**src/ctcgd_pkg.sv**
```systemverilog
// Shared types and constants for the CTC greedy decoder.
// No dependencies; imported by every module of the block.
package ctcgd_pkg;

    localparam int NUM_CLASSES = 8192;
    localparam int MAX_STEPS   = 1024;

    localparam int PROB_W  = 16;
    localparam int CLASS_W = 13;
    localparam int SUM_W   = 26;
    localparam int COUNT_W = 11;

    localparam int CLASS_LIMIT_I = (NUM_CLASSES < 8192) ? NUM_CLASSES : 8192;
    localparam int COUNT_CAP_I   = (MAX_STEPS < 2047) ? MAX_STEPS : 2047;

    localparam logic [CLASS_W:0]    CLASS_LIMIT = (CLASS_W + 1)'(CLASS_LIMIT_I);
    localparam logic [COUNT_W-1:0]  COUNT_CAP   = COUNT_W'(COUNT_CAP_I);
    localparam logic [CLASS_W-1:0]  BLANK_INDEX = '0;

    localparam int QUEUE_DEPTH = 4;
    localparam int QPTR_W      = $clog2(QUEUE_DEPTH);

    localparam int DIV_STEPS = SUM_W;
    localparam int DIV_CNT_W = $clog2(DIV_STEPS);
    localparam logic [DIV_CNT_W-1:0] DIV_LAST = DIV_CNT_W'(DIV_STEPS - 1);

    typedef struct packed {
        logic               char_valid;
        logic [CLASS_W-1:0] char_index;
        logic               seq_done;
        logic [SUM_W-1:0]   score_sum;
        logic [COUNT_W-1:0] char_count;
    } step_rec_t;

    typedef enum logic [1:0] {
        BACK_IDLE,
        BACK_DIVIDE
    } back_state_t;

endpackage

```
**src/ctcgd_front.sv**
```systemverilog
// Front part: per-step argmax, blank/repeat filter, score accumulation.
// Depends on ctcgd_pkg; pushes one record per result into ctcgd_queue.
module ctcgd_front
    import ctcgd_pkg::*;
(
    input  logic              clk,
    input  logic              rst_n,
    input  logic              in_valid,
    output logic              in_stall,
    input  logic [PROB_W-1:0] prob,
    input  logic              end_of_step,
    input  logic              end_of_sequence,
    input  logic              queue_full,
    output logic              push,
    output step_rec_t         push_rec
);

    logic [CLASS_W-1:0] class_counter_reg, class_counter_next;
    logic               class_over_reg, class_over_next;
    logic [PROB_W-1:0]  best_prob_reg, best_prob_next;
    logic [CLASS_W-1:0] best_index_reg, best_index_next;
    logic [CLASS_W-1:0] prev_index_reg, prev_index_next;
    logic [SUM_W-1:0]   score_sum_reg, score_sum_next;
    logic [COUNT_W-1:0] count_reg, count_next;

    logic               accept;
    logic               take;
    logic [PROB_W-1:0]  cur_prob;
    logic [CLASS_W-1:0] cur_index;
    logic               emit;
    logic               seq_end;
    logic [SUM_W-1:0]   sum_upd;
    logic [COUNT_W-1:0] count_upd;

    assign in_stall = queue_full;
    assign accept   = in_valid && !in_stall;
    assign seq_end  = end_of_step && end_of_sequence;

    always_comb
    begin
        take      = !class_over_reg && ((class_counter_reg == '0) || (prob > best_prob_reg));
        cur_prob  = take ? prob : best_prob_reg;
        cur_index = take ? class_counter_reg : best_index_reg;
        emit      = (cur_index != BLANK_INDEX) && (cur_index != prev_index_reg);
        sum_upd   = score_sum_reg;
        count_upd = count_reg;
        if (emit && (count_reg < COUNT_CAP))
        begin
            sum_upd   = score_sum_reg + SUM_W'(cur_prob);
            count_upd = count_reg + COUNT_W'(1);
        end
    end

    always_comb
    begin
        class_counter_next = class_counter_reg;
        class_over_next    = class_over_reg;
        best_prob_next     = cur_prob;
        best_index_next    = cur_index;
        prev_index_next    = prev_index_reg;
        score_sum_next     = score_sum_reg;
        count_next         = count_reg;
        if (!class_over_reg)
        begin
            if (({1'b0, class_counter_reg} + (CLASS_W + 1)'(1)) >= CLASS_LIMIT)
                class_over_next = 1'b1;
            else
                class_counter_next = class_counter_reg + CLASS_W'(1);
        end
        if (end_of_step)
        begin
            class_counter_next = '0;
            class_over_next    = 1'b0;
            best_prob_next     = '0;
            best_index_next    = '0;
            prev_index_next    = cur_index;
            score_sum_next     = sum_upd;
            count_next         = count_upd;
            if (seq_end)
            begin
                prev_index_next = BLANK_INDEX;
                score_sum_next  = '0;
                count_next      = '0;
            end
        end
    end

    always_comb
    begin
        push                = accept && end_of_step && (emit || end_of_sequence);
        push_rec.char_valid = emit;
        push_rec.char_index = emit ? cur_index : '0;
        push_rec.seq_done   = seq_end;
        push_rec.score_sum  = sum_upd;
        push_rec.char_count = count_upd;
    end

    always_ff @(posedge clk or negedge rst_n)
    begin
        if (!rst_n)
        begin
            class_counter_reg <= '0;
            class_over_reg    <= 1'b0;
            best_prob_reg     <= '0;
            best_index_reg    <= '0;
            prev_index_reg    <= '0;
            score_sum_reg     <= '0;
            count_reg         <= '0;
        end
        else if (accept)
        begin
            class_counter_reg <= class_counter_next;
            class_over_reg    <= class_over_next;
            best_prob_reg     <= best_prob_next;
            best_index_reg    <= best_index_next;
            prev_index_reg    <= prev_index_next;
            score_sum_reg     <= score_sum_next;
            count_reg         <= count_next;
        end
    end

endmodule

```
**src/ctcgd_queue.sv**
```systemverilog
// Short request queue between front and back parts.
// Depends on ctcgd_pkg for the record type and depth.
module ctcgd_queue
    import ctcgd_pkg::*;
(
    input  logic      clk,
    input  logic      rst_n,
    input  logic      push,
    input  step_rec_t push_rec,
    output logic      full,
    input  logic      pop,
    output step_rec_t pop_rec,
    output logic      empty
);

    step_rec_t         entry_reg [QUEUE_DEPTH];
    logic [QPTR_W-1:0] wr_ptr_reg, wr_ptr_next;
    logic [QPTR_W-1:0] rd_ptr_reg, rd_ptr_next;
    logic [QPTR_W:0]   fill_reg, fill_next;

    assign full    = (fill_reg == (QPTR_W + 1)'(QUEUE_DEPTH));
    assign empty   = (fill_reg == '0);
    assign pop_rec = entry_reg[rd_ptr_reg];

    always_comb
    begin
        wr_ptr_next = push ? wr_ptr_reg + QPTR_W'(1) : wr_ptr_reg;
        rd_ptr_next = pop ? rd_ptr_reg + QPTR_W'(1) : rd_ptr_reg;
        fill_next   = fill_reg;
        if (push && !pop)
            fill_next = fill_reg + (QPTR_W + 1)'(1);
        else if (pop && !push)
            fill_next = fill_reg - (QPTR_W + 1)'(1);
    end

    always_ff @(posedge clk)
    begin
        if (push)
            entry_reg[wr_ptr_reg] <= push_rec;
    end

    always_ff @(posedge clk or negedge rst_n)
    begin
        if (!rst_n)
        begin
            wr_ptr_reg <= '0;
            rd_ptr_reg <= '0;
            fill_reg   <= '0;
        end
        else
        begin
            wr_ptr_reg <= wr_ptr_next;
            rd_ptr_reg <= rd_ptr_next;
            fill_reg   <= fill_next;
        end
    end

endmodule

```
**src/ctcgd_back.sv**
```systemverilog
// Back part: bit-serial mean division and the registered result stage.
// Depends on ctcgd_pkg; pops records from ctcgd_queue.
module ctcgd_back
    import ctcgd_pkg::*;
(
    input  logic               clk,
    input  logic               rst_n,
    input  logic               queue_empty,
    input  step_rec_t          pop_rec,
    output logic               pop,
    output logic               out_valid,
    input  logic               out_stall,
    output logic               char_valid,
    output logic [CLASS_W-1:0] char_index,
    output logic               seq_done,
    output logic [PROB_W-1:0]  mean_score,
    output logic               seq_valid,
    output logic [COUNT_W-1:0] char_count
);

    back_state_t state_reg, state_next;

    step_rec_t            rec_reg;
    logic [SUM_W-1:0]     quot_reg;
    logic [COUNT_W:0]     rem_reg;
    logic [DIV_CNT_W-1:0] div_cnt_reg;

    logic                 out_valid_reg;
    logic                 char_valid_reg;
    logic [CLASS_W-1:0]   char_index_reg;
    logic                 seq_done_reg;
    logic [PROB_W-1:0]    mean_score_reg;
    logic                 seq_valid_reg;
    logic [COUNT_W-1:0]   char_count_reg;

    logic                 out_free;
    logic                 needs_div;
    logic                 load_direct;
    logic                 div_load;
    logic                 div_step;
    logic                 div_last;
    logic                 out_take;
    logic [COUNT_W:0]     rem_shift;
    logic                 q_bit;
    logic [COUNT_W:0]     rem_step;
    logic [SUM_W-1:0]     quot_step;

    assign out_free  = !out_valid_reg || !out_stall;
    assign out_take  = out_valid_reg && !out_stall;
    assign needs_div = pop_rec.seq_done && (pop_rec.char_count != '0);

    always_comb
    begin
        state_next = state_reg;
        unique case (state_reg)
            BACK_IDLE:
            begin
                if (!queue_empty && out_free && needs_div)
                    state_next = BACK_DIVIDE;
            end
            BACK_DIVIDE:
            begin
                if (div_cnt_reg == DIV_LAST)
                    state_next = BACK_IDLE;
            end
            default:
            begin
                state_next = BACK_IDLE;
            end
        endcase
    end

    always_comb
    begin
        pop         = 1'b0;
        load_direct = 1'b0;
        div_load    = 1'b0;
        div_step    = 1'b0;
        div_last    = 1'b0;
        unique case (state_reg)
            BACK_IDLE:
            begin
                pop         = !queue_empty && out_free;
                load_direct = pop && !needs_div;
                div_load    = pop && needs_div;
            end
            BACK_DIVIDE:
            begin
                div_step = 1'b1;
                div_last = (div_cnt_reg == DIV_LAST);
            end
            default:
            begin
                pop = 1'b0;
            end
        endcase
    end

    always_comb
    begin
        rem_shift = {rem_reg[COUNT_W-1:0], quot_reg[SUM_W-1]};
        q_bit     = (rem_shift >= {1'b0, rec_reg.char_count});
        rem_step  = q_bit ? rem_shift - {1'b0, rec_reg.char_count} : rem_shift;
        quot_step = {quot_reg[SUM_W-2:0], q_bit};
    end

    always_ff @(posedge clk)
    begin
        if (div_load)
        begin
            rec_reg     <= pop_rec;
            quot_reg    <= pop_rec.score_sum;
            rem_reg     <= '0;
            div_cnt_reg <= '0;
        end
        else if (div_step)
        begin
            quot_reg    <= quot_step;
            rem_reg     <= rem_step;
            div_cnt_reg <= div_cnt_reg + DIV_CNT_W'(1);
        end
    end

    always_ff @(posedge clk)
    begin
        if (load_direct)
        begin
            char_valid_reg <= pop_rec.char_valid;
            char_index_reg <= pop_rec.char_index;
            seq_done_reg   <= pop_rec.seq_done;
            mean_score_reg <= '0;
            seq_valid_reg  <= 1'b0;
            char_count_reg <= '0;
        end
        else if (div_last)
        begin
            char_valid_reg <= rec_reg.char_valid;
            char_index_reg <= rec_reg.char_index;
            seq_done_reg   <= 1'b1;
            mean_score_reg <= quot_step[PROB_W-1:0];
            seq_valid_reg  <= 1'b1;
            char_count_reg <= rec_reg.char_count;
        end
    end

    always_ff @(posedge clk or negedge rst_n)
    begin
        if (!rst_n)
        begin
            state_reg     <= BACK_IDLE;
            out_valid_reg <= 1'b0;
        end
        else
        begin
            state_reg <= state_next;
            if (load_direct || div_last)
                out_valid_reg <= 1'b1;
            else if (out_take)
                out_valid_reg <= 1'b0;
        end
    end

    assign out_valid  = out_valid_reg;
    assign char_valid = char_valid_reg;
    assign char_index = char_index_reg;
    assign seq_done   = seq_done_reg;
    assign mean_score = mean_score_reg;
    assign seq_valid  = seq_valid_reg;
    assign char_count = char_count_reg;

endmodule

```
**src/ctc_greedy_decoder_top.sv**
```systemverilog
// Top level of the CTC greedy decoder: front, request queue and back part.
// Depends on ctcgd_pkg, ctcgd_front, ctcgd_queue and ctcgd_back.
//
//   channel  handshake            payload
//   in       in_valid / in_stall  prob, end_of_step, end_of_sequence
//   out      out_valid/out_stall  char_valid, char_index, seq_done,
//                                 mean_score, seq_valid, char_count
//
// The front takes one score per cycle while in_stall is low; a step result is pushed
// into the queue, and the back part moves it on to the output register when that is free.
// A sequence end with emitted characters is loaded and run through the 26-step serial
// divider, and the back part pops nothing meanwhile; the 4-entry queue absorbs the backlog.
// Reset clears all control state; in_stall rises only when the queue is full.
module ctc_greedy_decoder_top
    import ctcgd_pkg::*;
(
    input  logic               clk,
    input  logic               rst_n,
    input  logic               in_valid,
    output logic               in_stall,
    input  logic [PROB_W-1:0]  prob,
    input  logic               end_of_step,
    input  logic               end_of_sequence,
    output logic               out_valid,
    input  logic               out_stall,
    output logic               char_valid,
    output logic [CLASS_W-1:0] char_index,
    output logic               seq_done,
    output logic [PROB_W-1:0]  mean_score,
    output logic               seq_valid,
    output logic [COUNT_W-1:0] char_count
);

    logic      push;
    step_rec_t push_rec;
    logic      queue_full;
    logic      pop;
    step_rec_t pop_rec;
    logic      queue_empty;

    ctcgd_front u_front
    (
        .clk             (clk),
        .rst_n           (rst_n),
        .in_valid        (in_valid),
        .in_stall        (in_stall),
        .prob            (prob),
        .end_of_step     (end_of_step),
        .end_of_sequence (end_of_sequence),
        .queue_full      (queue_full),
        .push            (push),
        .push_rec        (push_rec)
    );

    ctcgd_queue u_queue
    (
        .clk      (clk),
        .rst_n    (rst_n),
        .push     (push),
        .push_rec (push_rec),
        .full     (queue_full),
        .pop      (pop),
        .pop_rec  (pop_rec),
        .empty    (queue_empty)
    );

    ctcgd_back u_back
    (
        .clk         (clk),
        .rst_n       (rst_n),
        .queue_empty (queue_empty),
        .pop_rec     (pop_rec),
        .pop         (pop),
        .out_valid   (out_valid),
        .out_stall   (out_stall),
        .char_valid  (char_valid),
        .char_index  (char_index),
        .seq_done    (seq_done),
        .mean_score  (mean_score),
        .seq_valid   (seq_valid),
        .char_count  (char_count)
    );

endmodule
```
**config.mk**
```make
export PLATFORM = sky130hd
export DESIGN_NAME = ctc_greedy_decoder_top
export DESIGN_NICKNAME = d
export VERILOG_FILES = /design/src/ctcgd_pkg.sv /design/src/ctcgd_front.sv /design/src/ctcgd_queue.sv /design/src/ctcgd_back.sv /design/src/ctc_greedy_decoder_top.sv
export SDC_FILE = /design/constraint.sdc
export NUM_CORES = 1
export LEC_CHECK = 0
export BUFFER_PORTS_ARGS = -buffer_cell sky130_fd_sc_hd__buf_2
export CELL_PAD_IN_SITES_DETAIL_PLACEMENT = 1
export CELL_PAD_IN_SITES_GLOBAL_PLACEMENT = 1
export CORE_ASPECT_RATIO = 0.6
export CORE_UTILIZATION = 56
export CTS_CLUSTER_SIZE = 12
export DETAILED_ROUTE_END_ITERATION = 6
export PLACE_DENSITY_LB_ADDON = 0.1
export SYNTH_ARGS = -nofsm -noshare
export SYNTH_HDL_FRONTEND = slang
export SYNTH_SLANG_ARGS = --single-unit
export TNS_END_PERCENT = 5
```
**constraint.sdc**
```tcl
create_clock -name clk -period 10.6 [get_ports clk]
set_input_delay 0.53 -clock clk [delete_from_list [all_inputs] [get_ports clk]]
set_output_delay 0.53 -clock clk [all_outputs]
set_load 0.01 [all_outputs]
```
After elaboration in Yosys (flattened, before gate mapping)
Memory sizes are Yosys's and may differ from the RTL's.
Index checks and enable logic that the tools add are counted.

operators by class
  eq/ne operators = 8
  reductions and logical operators = 38
  order comparisons = 4
  add/sub/neg operators = 10
  multiplexer cells = 39

operator list
  cell                                                             count
  13-bit 2-to-1 mux                                                9
  26-bit 2-to-1 mux                                                4
  11-bit 2-to-1 mux                                                3
  16-bit 2-to-1 mux                                                2
  26-bit by 16-bit adder with 26-bit output                        1
  16-bit > comparator                                              1
  1-bit 2-to-1 mux                                                 16
  13-bit by 1-bit adder with 14-bit output, second input constant  1
  14-bit >= comparator, second input constant                      1
  1-bit logical AND                                                14
  13-bit by 1-bit adder with 13-bit output, second input constant  1
  13-bit logical NOT                                               1
  13-bit inequality test                                           1
  13-bit nonzero test                                              1
  12-bit by 11-bit >= comparator with 1-bit output                 1
  11-bit by 1-bit adder with 11-bit output, second input constant  1
  11-bit < comparator, second input constant                       1
  11-bit nonzero test                                              1
  11-bit subtractor                                                1
  1-bit logical NOT                                                8
  2-bit nonzero test                                               4
  3-bit 2-to-1 mux                                                 2
  5-bit by 1-bit adder with 5-bit output, second input constant    1
  5-bit == test, second input constant                             1
  other kinds (14)                                                 22

word-level totals
  memories kept = 1
  logic and storage cells = 124
  RAM bits = 208
  bits of input ports = 22
  output and inout port bits = 45
  bits in registers = 213

memories
  name               words  bits a word  rd ports  clocked after Yosys merged registers in  write ports  line               text
  u_queue.entry_reg  4      52           1         0                                        1            ctcgd_queue.sv:16  step_rec_t entry_reg [QUEUE_DEPTH];

Depth between registers and ports, before layout
Gate-level depths: netlist (run 1).

  depth in word-level cells = 12
  depth in mapped cells = 20
  mapped depth without buffers = 19

Hierarchy
A second synthesis (run 1) with hierarchy kept.

second synthesis, totals
  cell total of the unflattened synthesis = 1553
  area, all modules = 19628.8 sq um

modules (own cells, without submodules)
  module       sequential area each (sq um)  times used  cells each  area an instance (sq um)
  ctcgd_queue  6421.2                        1           306         7963.9
  ctcgd_front  2327.2                        1           854         6836.6
  ctcgd_back   2912.8                        1           393         4828.4

Worst setup path after synthesis (run 1)
Ideal clock, no wire load.

  kind = input-to-reg
  start point = in prob[14]
  end point = mem u_queue.entry_reg[0][34] (netlist name), data pin
  stages on the path = 19
  path slack = 5573 ps
  data arrival time = 4756 ps
  setup time = 272 ps
  required time = 10328 ps
  path buffers = 2
  path through = ha_1 > nand4_1 > nor4_1 > o21ai_0 > a31oi_4 > buf_4 > clkbuf_1 > mux2i_1 > inv_1 > ha_1 > a21o_1 > a311o_1 > o221a_2 > o31ai_1 > o21a_1 > o21ai_0 > and3_1 > nand2_1 > xnor2_1

RTL lines
  element          line                          text
  start, declared  ctc_greedy_decoder_top.sv:21  input logic [PROB_W-1:0] prob,
  end, declared    ctcgd_queue.sv:16

==> metrics, run 1 <==
Max VDD drop=171 uV; GRT Util Overall=28.2%; FF-to-FF End=u_queue.entry_reg[2][36]; die area=35,100 sq um; Synth Instances=1,483; post-CTS setup buffers=0; status=finished with violations; Reg2Reg Setup Slack=4.48 ns; PD cells=301 nW/um^2; leak pwr=8.18 nW; worst r2r src=u_front.best_prob_reg[15]; largest stage delay on the critical path=0.50 ns; final worst path period need=6.12 ns; failing checks=DRC; crit path buf inv count=3; CP arrival=6.46 ns; Finished Core Util=62.9%; cells on worst reg2reg path=19; Final nets=1,614; number of synthesized flops with an enable pin=274; Max-slew headroom=15.6%; Antenna Nets Post-Route=0; Congestion Overflow GR=0; Final Routed Wirelength=47,700 um; post-cts resize count=0; fmax=163 MHz; clock skew=0.0169 ns; max cap viols=0; RSZ-0062 raised after global routing=false; P&R area growth vs syn=10.5%; crit-path cells=inv_1, ha_1, nand4_1, nor4_1, o21ai_0, a31oi_4, buf_4, mux2i_1, inv_1, ha_1, a21o_1, a311o_1, o221a_2, o31ai_1, o21a_1, o21ai_0, and3_1, nand2_1, xnor2_1; drt wl/cell=23.5 um; share of layout cells above drive strength 1=16.8%; synthesized cell area=19,200 sq um; Final Worst Setup Slack=4.48 ns; max reg flops=208; CP endpoint kind=flip-flop; IO Count=67; WL met1=22,000 um; Root Driver=clkbuf_16; worst-case clock buffer depth=3; pre-CTS setup slack=4.41 ns; sequential fraction of the synthesis area=60.7%; syn avg cell area=13.0 sq um; Yosys warning total=0; CTS Hold Buffers Added=0; row cnt=52; final hold viol count=0; Setup TNS=0 ns; critical path startpoint category=flip-flop; dpl cells=1,951; drt via density=6.11; CTS tree=yes; Tcrit/Tclk final=57.7%; first-pass GRT wire length=76,100 um; Max Transition Viols Final=0; pin count of the biggest net entering global routing=58; Area contributors post-synth=edfxtp_1 43%, dfrtp_1 13%, mux4_2 6.1%; Vias=12,404; post-synthesis register bit count=420; met3 WL=1900 um; Slew @ Worst Pin=1.26 ns; CP Max Fanout=35; Worst EP required=10.94 ns; Die Y=145 um; syn_nets=1,561; Die W=241 um; crit path kind=reg2reg; First DRT Iteration DRCs=856; n_diodes=0; core region area=33,800 sq um; vias in the first global route=13,391; CTS sink count=420; Final Setup Violations=0; estimated wirelength of the detail-placed design=31,300 um; Placer Congestion=0.839; initial antenna violation count=0; CP delay by family, top=compound AO/OA/AOI/OAI gates; non-filler instance count after layout=2,029; Max H-tree Level=2; worst hold path class=in2async; clock transition at the registers of the reported paths=0.06 ns; share of the synthesized area in the top cell type=42.8%; Distinct cells, synth=74; Port Buf Inserts=66; cell taking the most area after synthesis=edfxtp_1; worst skew pair latency=0.55 ns; TritonCTS buffer count=42; drt drc=1; Initial Util=56.9%; Main synth FF type=edfxtp_1; DR WL met2=22,800 um; drt first pass iters=7; slowest CP cell=buf_4; top layer used by detailed routing=met4; asr flop ratio synth=24.3%
worst register-to-register path, stage by stage, from the launching register on:
cell	delay (ns)
dfrtp_1	0.36
inv_1	0.07
ha_1	0.30
nand4_1	0.18
nor4_1	0.46
o21ai_0	0.25
a31oi_4	0.47
buf_4	0.50
mux2i_1	0.36
inv_1	0.11
ha_1	0.28
a21o_1	0.19
a311o_1	0.40
o221a_2	0.33
o31ai_1	0.44
o21a_1	0.17
o21ai_0	0.34
and3_1	0.39
nand2_1	0.11
xnor2_1	0.20
metal layers:
metal	vias up	GRT usage [%]
met5	-	0
met4	0	7.53
met3	78	3.51
met2	301	45.0
met1	6406	41.0
li1	5619	-
cell usage after synthesis, drive strengths merged, types with 14 or more instances:
cell,n
and3,18
dfrtp,102
edfxtp,274
mux4,52
dfxtp,44
a21oi,29
o21ai,91
inv,77
xor2,33
mux2,47
buf,23
nand3,78
ha,53
nor3,19
nand4,19
xnor2,36
mux2i,18
o311ai,14
a22o,18
nand2,156
nor2,71
clkbuf,53
placed cells by master (no fill, tap or decap), types with 29 or more instances in the layout:
master / n
a21oi_1: 29
buf_2: 65
clkbuf_16: 43
dfrtp_1: 100
dfxtp_1: 44
edfxtp_1: 274
ha_1: 53
inv_1: 77
mux2_2: 42
mux4_2: 52
nand2_1: 155
nand3_1: 78
nor2_1: 70
o21ai_0: 88
xnor2_1: 36
xor2_1: 33
layout make-up:
cell class	instances	area, sq um
clock inverters	7	76.3
clock buffers	71	1200
well taps	459	574
flip-flops and latches	420	11700
inverters	78	293
multi-input cells	909	6950
fillers	3287	12500
repair buffers	85	475
metrics by stage:
stage | area (sq um) | hold slack (ns) | total power, mW
6_report | 21200 | 0.0219 | 6.40
3_3_place_gp | 20000 | 0.427 | 4.78
2_1_floorplan | 19200 | 0.234 | 4.22
4_1_cts | 21200 | 0.0462 | 6.41
3_5_place_dp | 20000 | 0.433 | 4.95
5_1_grt | 21200 | 0.0729 | 6.76
logic make-up after synthesis:
kind of cell | count (synthesis) | synth area share [%]
buffers and inverters | 154 | 3.28
multiplexers | 117 | 9.79
AO/OA/AOI/OAI | 241 | 8.79
XOR/XNOR | 69 | 3.14
AND/OR/NAND/NOR | 426 | 10.6
adder cells (fa/ha/maj) | 56 | 3.76
flip-flops | 420 | 60.7
worst max path at each step:
stage,slack (ns),start,cells past startpoint,to
after global routing,4.07,u_front.best_prob_reg[15],19,u_queue.entry_reg[2][36]
after CTS,4.56,u_front.best_prob_reg[15],19,u_queue.entry_reg[2][36]
after detailed placement,4.41,prob[15],19,u_queue.entry_reg[3][36]
after floorplan,5.57,prob[14],19,u_queue.entry_reg[0][34]
final,4.48,u_front.best_prob_reg[15],19,u_queue.entry_reg[2][36]
after global placement,4.63,prob[14],19,u_queue.entry_reg[0][34]
power breakdown:
group / total [mW] / internal, mW / switching (mW)
registers: 2.51 / 2.25 / 0.254
logic: 2.46 / 0.959 / 1.50
clock network: 1.43 / 0.802 / 0.627
total: 6.40 / 4.01 / 2.38
Power figures use the tool's default switching activity.
==> inputs of run 2 (changes only) <==
--- a/config.mk
+++ b/config.mk
@@ -5,11 +5,12 @@
 export SDC_FILE = /design/constraint.sdc
 export NUM_CORES = 1
 export LEC_CHECK = 0
+export ABC_AREA = 1
 export BUFFER_PORTS_ARGS = -buffer_cell sky130_fd_sc_hd__buf_2
 export CELL_PAD_IN_SITES_DETAIL_PLACEMENT = 1
 export CELL_PAD_IN_SITES_GLOBAL_PLACEMENT = 1
 export CORE_ASPECT_RATIO = 0.6
-export CORE_UTILIZATION = 56
+export CORE_UTILIZATION = 49
 export CTS_CLUSTER_SIZE = 12
 export DETAILED_ROUTE_END_ITERATION = 6
 export PLACE_DENSITY_LB_ADDON = 0.1
==> constraint.sdc (replaced) <==
create_clock -name clk -period 6.2 [get_ports clk]
set_input_delay 0.31 -clock clk [delete_from_list [all_inputs] [get_ports clk]]
set_output_delay 0.31 -clock clk [all_outputs]
set_load 0.01 [all_outputs]
==> run 2 against run 1 <==
Net effect:
- the flow now finishes without violations
- flip-flop and latch count unchanged
- cell count increased by 28%
- global-route usage decreased by 1.6 points
- largest power group is now combinational cells
==> metrics, run 2 <==
status=complete, no violations; most frequent cell after synthesis=nand2_1; synthesized cell area=19,500 sq um; GRT Util Overall=26.6%; die area=40,600 sq um; final hold viol count=0; Initial Util=49.9%; Die W=259 um; worst-case clock buffer depth=3; drt via density=5.60; met1 usage=38.0%; Tcrit/Tclk final=85.4%; First DRT Iteration DRCs=1,058; FF-to-FF End=u_queue.entry_reg[2][33]; cells on worst reg2reg path=29; most frequent cells in the layout=413 x nand2_1, 274 x edfxtp_1, 196 x o21ai_0; final worst path period need=5.29 ns; clock transition at the registers of the reported paths=0.06 ns; worst skew pair latency=0.55 ns; Setup TNS=0 ns; asr flop ratio synth=24.3%; Main synth FF type=edfxtp_1; crit path to=u_queue.entry_reg[2][33]; row cnt=56; CP arrival=5.58 ns; share of the synthesized area in the top cell type=42.2%; P&R area growth vs syn=10.8%; most frequent CP cell=nand2_1; syn_nets=2,066; Area contributors post-synth=edfxtp_1 42%, dfrtp_1 13%, nand2_1 8.0%; max cap viols=0; Worst EP required=6.49 ns; Placement Cell Area=20,300 sq um; CP endpoint kind=flip-flop; Max H-tree Level=2; Vias=14,495; GR Layer Usage met2=43.2%; drt wl/cell=20.4 um; estimated wirelength of the detail-placed design=34,200 um; Critical path origin=u_front.best_prob_reg[15]; worst hold path class=in2reg; clock skew=0.0118 ns; first-pass GRT wire length=84,200 um; drt first pass iters=5; sequential fraction of the synthesis area=59.8%; CTS tree=yes; CTS sink count=420; Port Buf Inserts=66; PD cells=577 nW/um^2; share of layout cells above drive strength 1=8.96%; drt drc=0; Synth Instances=1,988; Max VDD drop=318 uV; Antenna Nets Post-Route=0; RSZ-0062 raised after global routing=false; initial antenna violation count=0; crit path kind=reg2reg; IO Count=67; syn avg cell area=9.81 sq um; max reg flops=208; global route hottest layer=met2; Max Transition Viols Final=0; non-filler instance count after layout=2,587; top post-synthesis cells by count=413 x nand2_1, 274 x edfxtp_1, 196 x o21ai_0, 193 x inv_1, 186 x nor2_1; pin count of the biggest net entering global routing=71; critical path startpoint category=flip-flop; Fillers=4,379; Yosys warning total=0; leak pwr=9.00 nW; Final Routed Wirelength=52,700 um; CP Max Fanout=51; cell taking the most area after synthesis=edfxtp_1; design area=21,600 sq um; most common cell after layout, fill and taps aside=nand2_1; number of synthesized flops with an enable pin=274; Slew @ Worst Pin=1.00 ns; vias in the first global route=15,103; Reg2Reg Setup Slack=0.91 ns; core region area=39,100 sq um; Die Y=156 um; Distinct cells, synth=50; GRT met3 Usage=3.56%; worst r2r src=u_front.best_prob_reg[15]; TritonCTS buffer count=42; fmax=189 MHz; slowest CP cell=nand2_4; Root Driver=clkbuf_16; post-cts resize count=0; Final nets=2,110; n_diodes=0; post-synthesis register bit count=420; largest stage delay on the critical path=0.50 ns; Placer Congestion=0.851; Congestion Overflow GR=0; dpl cells=2,508; Final Setup Violations=0; Max-slew headroom=33.0%
run 2: cell types whose count changed in the layout (fill, tap and decap cells not counted), sizes merged, moves of 18 or more:
cell	change
nand2	+269
inv	+119
nor2	+119
o21ai	+106
o22ai	+71
mux4	-52
mux2	-46
a21oi	+40
nand4	+26
xnor2	-23
nand3	+19
mux2i	-18
run 2: routing by layer:
| metal | vias to the layer above | share of wire (%) | wire, um |
|---|---|---|---|
| met4 | 0 | 1.7 | 894 |
| li1 | 6855 | - | - |
| met3 | 64 | 4.3 | 2250 |
| met2 | 279 | 46 | 24400 |
| met5 | - | 0 | 0 |
| met1 | 7297 | 48 | 25100 |
run 2: how the worst min path moves through the flow:
stage           startpoint                   endpoint  cells past startpoint
2_1_floorplan        rst_n           u_back.out_valid                      0
3_3_place_gp         rst_n  u_front.best_prob_reg[14]                      1
3_5_place_dp         rst_n  u_front.best_prob_reg[14]                      1
4_1_cts        end_of_step   u_queue.entry_reg[2][37]                      3
5_1_grt        end_of_step   u_queue.entry_reg[0][37]                      3
6_report           prob[5]   u_front.best_prob_reg[5]                      5
run 2: final cells by class:
| type | instances | area (sq um) | area share, % |
|---|---|---|---|
| Tap cell | 522 | 653 | 3.02 |
| Sequential cell | 420 | 11700 | 54.0 |
| Clock inverter | 5 | 51.3 | 0.237 |
| Inverter | 200 | 751 | 3.47 |
| Timing Repair Buffer | 90 | 581 | 2.69 |
| Multi-Input combinational cell | 1278 | 6710 | 31.0 |
| Clock buffer | 72 | 1200 | 5.55 |
run 2: logic make-up (layout without fill, tap and decap cells):
family | count (synthesis) | in the layout | synth area share, %
multiplexers | 1 | 1 | 0.0578
XOR/XNOR | 41 | 41 | 1.84
AND/OR/NAND/NOR | 812 | 812 | 18.3
AO/OA/AOI/OAI | 368 | 368 | 10.3
buffers and inverters | 290 | 367 | 5.98
adder cells (fa/ha/maj) | 56 | 56 | 3.71
flip-flops | 420 | 420 | 59.8
run 2: what timing repair did:
item | CTS | global route
setup buffers | 0 | 0
hold endpoints to repair | 38 | 0
hold buffers | 2 | 0
run 2: report_power, final:
group          internal [mW]  switching [mW]
clock                   1.35            1.07
combinational           1.68            3.69
sequential              4.29           0.386
run 2: metrics by stage:
step	power, mW	setup WS, ns	hold WS [ns]	utilization [%]
detailed placement	10.1	0.904	0.346	52.0
global placement	9.75	1.09	0.341	52.0
CTS	12.5	0.918	0.187	55.3
finish	12.5	0.906	0.209	55.3
floorplan	8.33	1.40	0.0144	-
global route	13.3	0.328	0.200	55.3
run 2: worst max-delay path: cells and delay by family (launching register included):
kind,cells,cell delay (ns)
buffers and inverters,5,0.34
AND/OR/NAND/NOR,15,2.39
adder cells (fa/ha/maj),3,0.88
flip-flops,1,0.36
XOR/XNOR,1,0.08
AO/OA/AOI/OAI,5,0.98
==> inputs of run 3 (changes only) <==
--- a/config.mk
+++ b/config.mk
@@ -10,9 +10,11 @@
 export CELL_PAD_IN_SITES_DETAIL_PLACEMENT = 1
 export CELL_PAD_IN_SITES_GLOBAL_PLACEMENT = 1
 export CORE_ASPECT_RATIO = 0.6
+export CORE_MARGIN = 5
 export CORE_UTILIZATION = 49
 export CTS_CLUSTER_SIZE = 12
 export DETAILED_ROUTE_END_ITERATION = 6
+export GPL_ROUTABILITY_DRIVEN = 0
 export PLACE_DENSITY_LB_ADDON = 0.1
 export SYNTH_ARGS = -nofsm -noshare
 export SYNTH_HDL_FRONTEND = slang
==> run 3 against run 2 <==
Net effect:
- largest power group unchanged
- die area increased by 8.4%
- flip-flop and latch count unchanged
- critical endpoint is now u_queue.entry_reg[1][23]
- first-iteration DRC count decreased by 3.9%
- cell area increased by 0.39%
- combinational power about the same
- sequential power about the same
- largest cell class unchanged
- non-clock buffer count increased by 1
==> metrics, run 3 (same netlist as run 2, synthesis figures left out) <==
status=complete, no violations; crit path kind=reg2reg; drt drc=0; core region area=39,200 sq um; CTS tree=yes; clock skew=0.0194 ns; Initial Util=49.8%; CTS Hold Buffers Added=2; final hold viol count=0; fmax=187 MHz; CP delay by family, top=compound AO/OA/AOI/OAI gates; worst hold path class=in2reg; drt via density=5.62; crit-path cells=inv_1, ha_1, nand2_1, o21ai_0, a21oi_1, nand2_1, nand2_1, nand2_4, nand2_4, o21ai_0, ha_1, inv_1, fa_1, nor2_1, nand2_1, nand2_1, a21oi_1, o21ai_0, a21boi_0, o21ai_0, xnor2_1, nand4_1, and2_1; cells on worst reg2reg path=23; pre-CTS setup slack=0.866 ns; Finished Core Util=55.4%; crit path buf inv count=2; die area=44,000 sq um; CTS sink count=420; worst-case clock buffer depth=3; Slew @ Worst Pin=1.08 ns; Max-slew headroom=28.2%; max cap viols=0; leak pwr=9.04 nW; crit path to=u_queue.entry_reg[1][23]; pin count of the biggest net entering global routing=71; Fillers=4,379; Max VDD drop=381 uV; CP Max Fanout=51; CP arrival=5.62 ns; max reg flops=208; final worst path period need=5.35 ns; largest stage delay on the critical path=0.42 ns; PD cells=579 nW/um^2; Reg2Reg Setup Slack=0.85 ns; First DRT Iteration DRCs=1,017; row cnt=56; IO Count=67; post-CTS setup buffers=0; Final nets=2,112; most frequent cells in the layout=413 x nand2_1, 274 x edfxtp_1, 196 x o21ai_0; Crit path depth=23; Vias=14,544; CP endpoint kind=flip-flop; FF-to-FF End=u_queue.entry_reg[1][23]; most common cell after layout, fill and taps aside=nand2_1; Setup TNS=0 ns; worst r2r src=u_front.best_prob_reg[15]; slowest CP cell=fa_1; P&R area growth vs syn=11.3%; RSZ-0062 raised after global routing=false; Congestion Overflow GR=0; vias in the first global route=15,299; Root Driver=clkbuf_16; Final Routed Wirelength=52,200 um; drt wl/cell=20.2 um; critical path startpoint category=flip-flop; Max Transition Viols Final=0; GRT Util Overall=24.0%; Tcrit/Tclk final=86.2%; Port Buf Inserts=66; Worst EP required=6.48 ns; Die Y=164 um; initial antenna violation count=0; drt first pass iters=5; estimated wirelength of the detail-placed design=34,900 um; Final Setup Violations=0; TritonCTS buffer count=43; Max H-tree Level=2; Critical path origin=u_front.best_prob_reg[15]; worst skew pair latency=0.55 ns; Die W=267 um; first-pass GRT wire length=84,300 um; Final Worst Setup Slack=0.853 ns; post-cts resize count=0; share of layout cells above drive strength 1=9.14%; Antenna Nets Post-Route=0; clock transition at the registers of the reported paths=0.06 ns; most frequent CP cell=nand2_1; n_diodes=0
==> run 3: where the power goes <==
group / internal (mW) / switching (mW)
Combinational: 1.67 / 3.69
Clock: 1.45 / 1.07
Sequential: 4.29 / 0.391
==> run 3: worst min path at each step <==
stage	start	end	slack, ns	cells after the start
floorplan	rst_n	u_back.out_valid	0.01	0
global placement	u_back.char_count[10]	u_back.char_count[10]	0.44	2
detailed placement	u_back.mean_score[7]	u_back.mean_score[7]	0.44	2
CTS	end_of_step	u_queue.entry_reg[0][37]	0.20	3
global route	end_of_step	u_queue.entry_reg[2][37]	0.21	3
finish	prob[7]	u_front.best_prob_reg[7]	0.21	5
==> run 3: stage by stage <==
stage	hold slack (ns)	cells	total power [mW]	cell area, sq um
after floorplan	0.0144	1988	8.33	19500
after global placement	0.436	2509	9.78	20300
after detailed placement	0.441	2509	10.1	20300
after CTS	0.197	2590	12.6	21700
after global routing	0.213	2590	13.4	21700
final	0.211	2590	12.6	21700
==> run 3: layout make-up <==
cell class              count  area [sq um]  share of cell area [%]
clock buffers              73          1240                    5.72
clock inverters             6          85.1                   0.392
well taps                 522           653                    3.01
multi-input cells        1278          6710                    30.9
inverters                 200           751                    3.46
flip-flops and latches    420         11700                    53.8
repair buffers             91           588                    2.71
==> run 3: routing by layer <==
layer / part of all wire, % / vias up / GRT usage [%]
met5: 0 / - / 0
met4: 1.7 / 0 / 4.77
met3: 4.0 / 64 / 2.93
met2: 46 / 262 / 39.6
met1: 48 / 7345 / 34.9
li1: - / 6873 / -
==> run 3: worst reg2reg max path: stages (launching register included) <==
cell and delay (ns):
dfrtp_1 0.32, inv_1 0.06, ha_1 0.30, nand2_1 0.11, o21ai_0 0.25, a21oi_1 0.10, nand2_1 0.08, nand2_1 0.13
nand2_4 0.22, nand2_4 0.37, o21ai_0 0.44, ha_1 0.24, inv_1 0.06, fa_1 0.42, nor2_1 0.15, nand2_1 0.06
nand2_1 0.12, a21oi_1 0.11, o21ai_0 0.34, a21boi_0 0.30, o21ai_0 0.31, xnor2_1 0.17, nand4_1 0.15, and2_1 0.26
